## src/thi_pkg.sv

```systemverilog
`timescale 1ns / 1ps
// ----------------------------------------------------------------------------
// thi_pkg
// Shared constants, codes and types of the terrain height interpolator.
// ----------------------------------------------------------------------------
package thi_pkg;

  // Grid geometry; the store is split in four banks by column/row parity,
  // so GRID_DIM is expected to be at least 4.
  localparam int GRID_DIM   = 1024;
  localparam int IDX_W      = $clog2(GRID_DIM);
  localparam int BANK_AW    = 2 * (IDX_W - 1);
  localparam int BANK_DEPTH = 1 << BANK_AW;

  // Field widths
  localparam int COORD_W     = 32;
  localparam int WIDX_W      = 10;
  localparam int GRID_PTS_W  = 11;
  localparam int SPACING_W   = 31;
  localparam int CFG_DATA_W  = 31;
  localparam int CFG_IDX_W   = 1;
  localparam int STATUS_W    = 2;
  localparam int FRAC_W      = 16;
  localparam int RATIO_W     = FRAC_W + 1;

  localparam logic [RATIO_W-1:0] ONE_Q16 = RATIO_W'(1) << FRAC_W;

  // Register reset values
  localparam logic [GRID_PTS_W-1:0] GRID_PTS_RST = GRID_PTS_W'(1024);
  localparam logic [SPACING_W-1:0]  SPACING_RST  = SPACING_W'(262144);

  // Register indexes
  localparam logic [CFG_IDX_W-1:0] CFG_GRID_POINTS  = 1'b0;
  localparam logic [CFG_IDX_W-1:0] CFG_CELL_SPACING = 1'b1;

  // Request modes
  localparam logic MODE_WRITE = 1'b0;
  localparam logic MODE_QUERY = 1'b1;

  // Result status codes
  localparam logic [STATUS_W-1:0] STATUS_OK  = 2'd0;
  localparam logic [STATUS_W-1:0] STATUS_NEG = 2'd1;
  localparam logic [STATUS_W-1:0] STATUS_OOB = 2'd2;

  // Cell corners as {dx, dz} offsets from (ix, iz)
  localparam logic [1:0] CORNER_00 = 2'b00;
  localparam logic [1:0] CORNER_01 = 2'b01;
  localparam logic [1:0] CORNER_10 = 2'b10;
  localparam logic [1:0] CORNER_11 = 2'b11;

  typedef struct packed {
    logic                      mode;
    logic [WIDX_W-1:0]         write_col;
    logic [WIDX_W-1:0]         write_row;
    logic signed [COORD_W-1:0] sample_height;
    logic signed [COORD_W-1:0] pos_x;
    logic signed [COORD_W-1:0] pos_z;
    logic signed [COORD_W-1:0] object_height;
    logic                      object_present;
  } in_t;

  typedef struct packed {
    logic signed [COORD_W-1:0] height;
    logic [STATUS_W-1:0]       status;
    logic                      from_object;
  } out_t;

  // Request state carried down the pipeline
  typedef struct packed {
    logic                query;
    logic [WIDX_W-1:0]   wr_col;
    logic [WIDX_W-1:0]   wr_row;
    logic [COORD_W-1:0]  wr_height;
    logic [STATUS_W-1:0] status;
    logic                oob;
    logic [IDX_W-1:0]    ix;
    logic [IDX_W-1:0]    iz;
    logic [FRAC_W-1:0]   fx;
    logic [FRAC_W-1:0]   fz;
    logic [RATIO_W-1:0]  ratio;
    logic [1:0]          p1;
    logic [1:0]          q1;
    logic [1:0]          p2;
    logic [1:0]          q2;
    logic                swap;
    logic                shortcut;
    logic [COORD_W-1:0]  obj;
    logic                obj_present;
  } item_t;

  // One height per bank, indexed {col parity, row parity}
  typedef logic [3:0][COORD_W-1:0] heights4_t;

endpackage

```

## src/thi_blend.sv

```systemverilog
`timescale 1ns / 1ps
// ----------------------------------------------------------------------------
// thi_blend
// Corner selection, both edge blends by fx, the final blend by the triangle
// ratio, then object height and status. No stage chains multiplies.
// ----------------------------------------------------------------------------
module thi_blend
  import thi_pkg::*;
(
  input  logic      clk_i,
  input  logic      rst_ni,
  input  logic      adv_i,
  input  logic      valid_i,
  input  item_t     item_i,
  input  heights4_t rd_i,
  output logic      valid_o,
  output out_t      res_o
);

  localparam int PROD_W = COORD_W + RATIO_W + 2;

  function automatic logic [COORD_W-1:0] pick(input heights4_t rd, input logic [1:0] c,
                                              input logic ix0, input logic iz0);
    return rd[{c[1] ^ ix0, c[0] ^ iz0}];
  endfunction

  logic [4:0] v_q;
  item_t      it0_q, it1_q, it2_q, it3_q;

  // Stage 0: corner heights
  logic [COORD_W-1:0] p1_q, q1_q, p2_q, q2_q;

  always_ff @(posedge clk_i) begin
    if (adv_i) begin
      it0_q <= item_i;
      p1_q  <= pick(rd_i, item_i.p1, item_i.ix[0], item_i.iz[0]);
      q1_q  <= pick(rd_i, item_i.q1, item_i.ix[0], item_i.iz[0]);
      p2_q  <= pick(rd_i, item_i.p2, item_i.ix[0], item_i.iz[0]);
      q2_q  <= pick(rd_i, item_i.q2, item_i.ix[0], item_i.iz[0]);
    end
  end

  // Stage 1: edge products (b - a) * fx
  logic signed [COORD_W:0]  d1, d2;
  logic signed [PROD_W-1:0] m1_d, m2_d;
  logic signed [PROD_W-1:0] m1_q, m2_q;
  logic [COORD_W-1:0]       p1b_q, p2b_q;

  always_comb begin
    d1   = $signed({q1_q[COORD_W-1], q1_q}) - $signed({p1_q[COORD_W-1], p1_q});
    d2   = $signed({q2_q[COORD_W-1], q2_q}) - $signed({p2_q[COORD_W-1], p2_q});
    m1_d = d1 * $signed({2'b00, it0_q.fx});
    m2_d = d2 * $signed({2'b00, it0_q.fx});
  end

  always_ff @(posedge clk_i) begin
    if (adv_i) begin
      it1_q <= it0_q;
      m1_q  <= m1_d;
      m2_q  <= m2_d;
      p1b_q <= p1_q;
      p2b_q <= p2_q;
    end
  end

  // Stage 2: edge heights; floor shift, stays between the two ends
  logic [COORD_W-1:0] e1, e2;
  logic [COORD_W-1:0] a_q, b_q, hs2_q;

  assign e1 = p1b_q + m1_q[FRAC_W+COORD_W-1:FRAC_W];
  assign e2 = p2b_q + m2_q[FRAC_W+COORD_W-1:FRAC_W];

  always_ff @(posedge clk_i) begin
    if (adv_i) begin
      it2_q <= it1_q;
      a_q   <= it1_q.swap ? e2 : e1;
      b_q   <= it1_q.swap ? e1 : e2;
      hs2_q <= p1b_q;
    end
  end

  // Stage 3: final product (b - a) * ratio
  logic signed [COORD_W:0]  d3;
  logic signed [PROD_W-1:0] m3_d, m3_q;
  logic [COORD_W-1:0]       a3_q, hs3_q;

  assign d3   = $signed({b_q[COORD_W-1], b_q}) - $signed({a_q[COORD_W-1], a_q});
  assign m3_d = d3 * $signed({1'b0, it2_q.ratio});

  always_ff @(posedge clk_i) begin
    if (adv_i) begin
      it3_q <= it2_q;
      m3_q  <= m3_d;
      a3_q  <= a_q;
      hs3_q <= hs2_q;
    end
  end

  // Stage 4: terrain height, object override, status
  logic [COORD_W-1:0] y;
  out_t               res_d, res_q;

  assign y = a3_q + m3_q[FRAC_W+COORD_W-1:FRAC_W];

  always_comb begin
    res_d.status      = it3_q.status;
    res_d.height      = '0;
    res_d.from_object = 1'b0;
    if (it3_q.status == STATUS_OK) begin
      if (it3_q.shortcut) begin
        res_d.height = hs3_q;
      end else if (it3_q.obj_present && $signed(it3_q.obj) > $signed(y)) begin
        res_d.height      = it3_q.obj;
        res_d.from_object = 1'b1;
      end else begin
        res_d.height = y;
      end
    end
  end

  always_ff @(posedge clk_i) begin
    if (adv_i) begin
      res_q <= res_d;
    end
  end

  always_ff @(posedge clk_i or negedge rst_ni) begin
    if (!rst_ni) begin
      v_q <= '0;
    end else if (adv_i) begin
      v_q <= {v_q[3:0], valid_i};
    end
  end

  assign valid_o = v_q[4];
  assign res_o   = res_q;

endmodule

```

## config.mk

```make
export PLATFORM = sky130hd
export DESIGN_NAME = thi_blend
export DESIGN_NICKNAME = d
export VERILOG_FILES = /design/src/thi_pkg.sv /design/src/thi_blend.sv
export SDC_FILE = /design/constraint.sdc
export NUM_CORES = 2
export LEC_CHECK = 0
export BUFFER_PORTS_ARGS = -buffer_cell sky130_fd_sc_hd__buf_2
export CAP_MARGIN = 5
export CORE_ASPECT_RATIO = 0.5
export CORE_UTILIZATION = 31
export DETAILED_ROUTE_END_ITERATION = 16
export GPL_TIMING_DRIVEN = 1
export MAX_ROUTING_LAYER = met4
export RECOVER_POWER = 50
export SYNTH_ARGS = -nofsm -noshare
export SYNTH_HDL_FRONTEND = slang
export SYNTH_SLANG_ARGS = --single-unit
```

## constraint.sdc

```tcl
create_clock -name clk_i -period 13.15 [get_ports clk_i]
set_input_delay 0.6575 -clock clk_i [delete_from_list [all_inputs] [get_ports clk_i]]
set_output_delay 0.6575 -clock clk_i [all_outputs]
set_load 0.02 [all_outputs]
```

==> impl_metrics.json <==
{
  "coreArea_um2": 293000,
  "start_util": 0.313,
  "cap_violations": 6,
  "ant_nets": 0,
  "htree_levels": 3,
  "status": "complete, but fails checks",
  "worstPathRequired_ps": 13530,
  "cts-root-buf": "clkbuf_16",
  "grt_usage": 0.181,
  "rsz0062_at_grt": "no",
  "netlist_area_um2": 91700,
  "yosysSeqAreaShare": 0.229,
  "slew-limit-headroom": -2.36,
  "worstSetupPathType": "reg2reg",
  "critical_path.most_common_cell": "fa_1",
  "grt_overflow": 0,
  "gp_congestion": 0.930,
  "path_clk_slew_ps": 70,
  "die_x_um": 771,
  "setup_viol": 0,
  "drtIter0Drc": 4397,
  "firstDrtPassIters": 6,
  "post-cts-setup-buffers": 0,
  "yosysMostFrequentCell": "inv_1",
  "hpwlAfterDp_um": 202000,
  "syn_avg_cell_area_um2": 10.2,
  "dr_total_vias": 63500,
  "setup_tns_ps": 0,
  "fmax_ghz": 0.0934,
  "synth_edf_count": 696,
  "grt_pass1_wl_um": 401000,
  "synth_cell_type_count": 86,
  "routed_wl_um": 262000,
  "synth.top_cells.by_area": "fa_1 (32%), edfxtp_1 (23%), inv_1 (7.9%)",
  "ios": 336,
  "fin_crit_ps": 10700,
  "hold_violations": 0,
  "synth_top_area_frac": 0.324,
  "async_flop_share": 0.00713,
  "synth_fp_nets": 11300,
  "synthTopCellsByCount": "inv_1 (1922), fa_1 (1486), nand2_1 (1086), and2_1 (708), edfxtp_1 (696)",
  "clkSinkCount": 701,
  "start_kind": "register",
  "die_area_um2": 298000,
  "cts_tree": "built",
  "antenna_found_initial": 11,
  "period_share": 0.814,
  "end_kind": "register",
  "max_stage_delay_ps": 940,
  "fill_cells": 29300,
  "drc": 0,
  "arrival_ps": 11080,
  "yosys_warnings": 0,
  "fin_nets": 11400,
  "insertion_delay_ps": 730,
  "avgViaCountPerCell": 4.86,
  "final_core_util": 0.344,
  "cp_max_fo": 16,
  "synthCells": 9001,
  "io_buffers": 247,
  "violations": "max-capacitance violations, max-slew violations",
  "die_h_um": 387,
  "crit_path_top_delay_cell": "xnor2_2",
  "syn2layout_area_growth_pct": 9.85,
  "cts_made_buffers": 80,
  "synth-seq-cells": 701,
  "wl_per_cell_um": 20.1,
  "clk_path_buf_depth": 3,
  "drive_gt1_frac": 0.0897,
  "fin_skew_ps": 66.3,
  "worstHoldPathType": "in2reg",
  "yosysTopAreaCell": "fa_1",
  "drv_slew": 343,
  "ys.flop_type": "edfxtp_1",
  "grt_start_max_net_pins": 185,
  "row_count": 140,
  "worst_slew_pin_slew_ps": 5040,
  "grt_pass1_vias": 66100
}
[layout by cell type (no fill, tap or decap), types with 16 or more instances in the layout]
| cell | n |
|---|---|
| nor3_1 | 46 |
| xnor2_2 | 28 |
| nand2b_1 | 92 |
| fa_1 | 1486 |
| o211ai_1 | 27 |
| nor2_1 | 143 |
| nor4_1 | 16 |
| a31oi_1 | 18 |
| nand3_1 | 99 |
| inv_1 | 1922 |
| ha_1 | 557 |
| clkbuf_16 | 80 |
| mux4_2 | 128 |
| and2_1 | 708 |
| xor2_1 | 76 |
| nor2b_1 | 136 |
| buf_2 | 233 |
| edfxtp_1 | 696 |
| o21bai_1 | 33 |
| o2111ai_1 | 26 |
| clkbuf_1 | 27 |
| o21ai_0 | 189 |
| o21a_1 | 46 |
| nand4_1 | 34 |
| mux2i_1 | 45 |
| a211oi_1 | 38 |
| nand2_1 | 1086 |
| mux2_2 | 94 |
| a21o_1 | 119 |
| xnor2_1 | 178 |
| and3_1 | 37 |
| a21oi_1 | 240 |
| buf_4 | 146 |
[through the flow]
stage               instances  hold slack (ps)  setup WS [ps]  area [um2]
floorplan                9001              362           4330       91700
global placement        12900              402           2700       98100
detailed placement      12900              405           2640       98100
CTS                     13100             61.0           2560      101000
global route            13100             72.3           2160      101000
finish                  13100              110           2450      101000
[final timing paths]
kind                                     startpoint                   to  slack, ps  cells after the start
worst min-delay path                     item_i[59]  it0_q[59]$_DFFE_PP_        110                      1
min in group asynchronous                    rst_ni   v_q[0]$_DFFE_PN0P_        330                      2
worst max register to register    p1_q[1]$_DFFE_PP_   m1_q[44]$_DFFE_PP_       2450                     30
worst min register to register  it1_q[17]$_DFFE_PP_  it2_q[17]$_DFFE_PP_        400                      0
max in group asynchronous                    rst_ni   v_q[4]$_DFFE_PN0P_      12620                      2
worst max-delay path              p1_q[1]$_DFFE_PP_   m1_q[44]$_DFFE_PP_       2450                     30
[critical path: cells and delay by family (launching register included)]
family / cells / cell delay, ps
AO/OA/AOI/OAI: 12 / 4090
XOR/XNOR: 2 / 1520
adder cells (fa/ha/maj): 8 / 3450
buffers and inverters: 5 / 310
flip-flops: 1 / 400
AND/OR/NAND/NOR: 3 / 600
[kinds of logic (layout without fill, tap and decap cells)]
logic type	after synthesis	after routing	share of synthesized area
muxes	269	269	0.0481
and+or+nand+nor	2478	2478	0.134
DFF	701	701	0.229
AOI/OAI and AO/OA	893	893	0.0637
buffers and inverters	2309	2467	0.0945
adders and majority gates	2051	2051	0.401
xor gates and xnor gates	300	300	0.0289
other	0	2	0
[area by class of cell]
class	instances	area (um2)	area share
Clock inverter	55	707	0.00701
Clock buffer	88	2030	0.0202
Timing Repair Buffer	401	2380	0.0237
Antenna cell	2	5.00	0.0000497
Sequential cell	701	21000	0.209
Inverter	1923	7220	0.0716
Multi-Input combinational cell	5991	62500	0.620
Tap cell	3905	4890	0.0485
[per-layer routing]
layer  routed length [um]  global-route usage
met1               105000               0.218
met2               126000               0.297
met3                15000              0.0246
met4                17400              0.0971
met5                    0                   -
[repair_timing]
action | in CTS | in global routing
hold buffers | 1 | 0
resized for setup | 0 | 0
hold endpoints to repair | 5 | 0
[sequential cells by signal, summed over array words and instances, names as in the netlist, 35 cells and up]
signal,flops
it3_q,36
it1_q,54
res_o,35
it2_q,53
it0_q,70
Power is left out: the tool's default activity adds up to more than one toggle a clock period on the data nets, which glitch-free logic cannot reach.
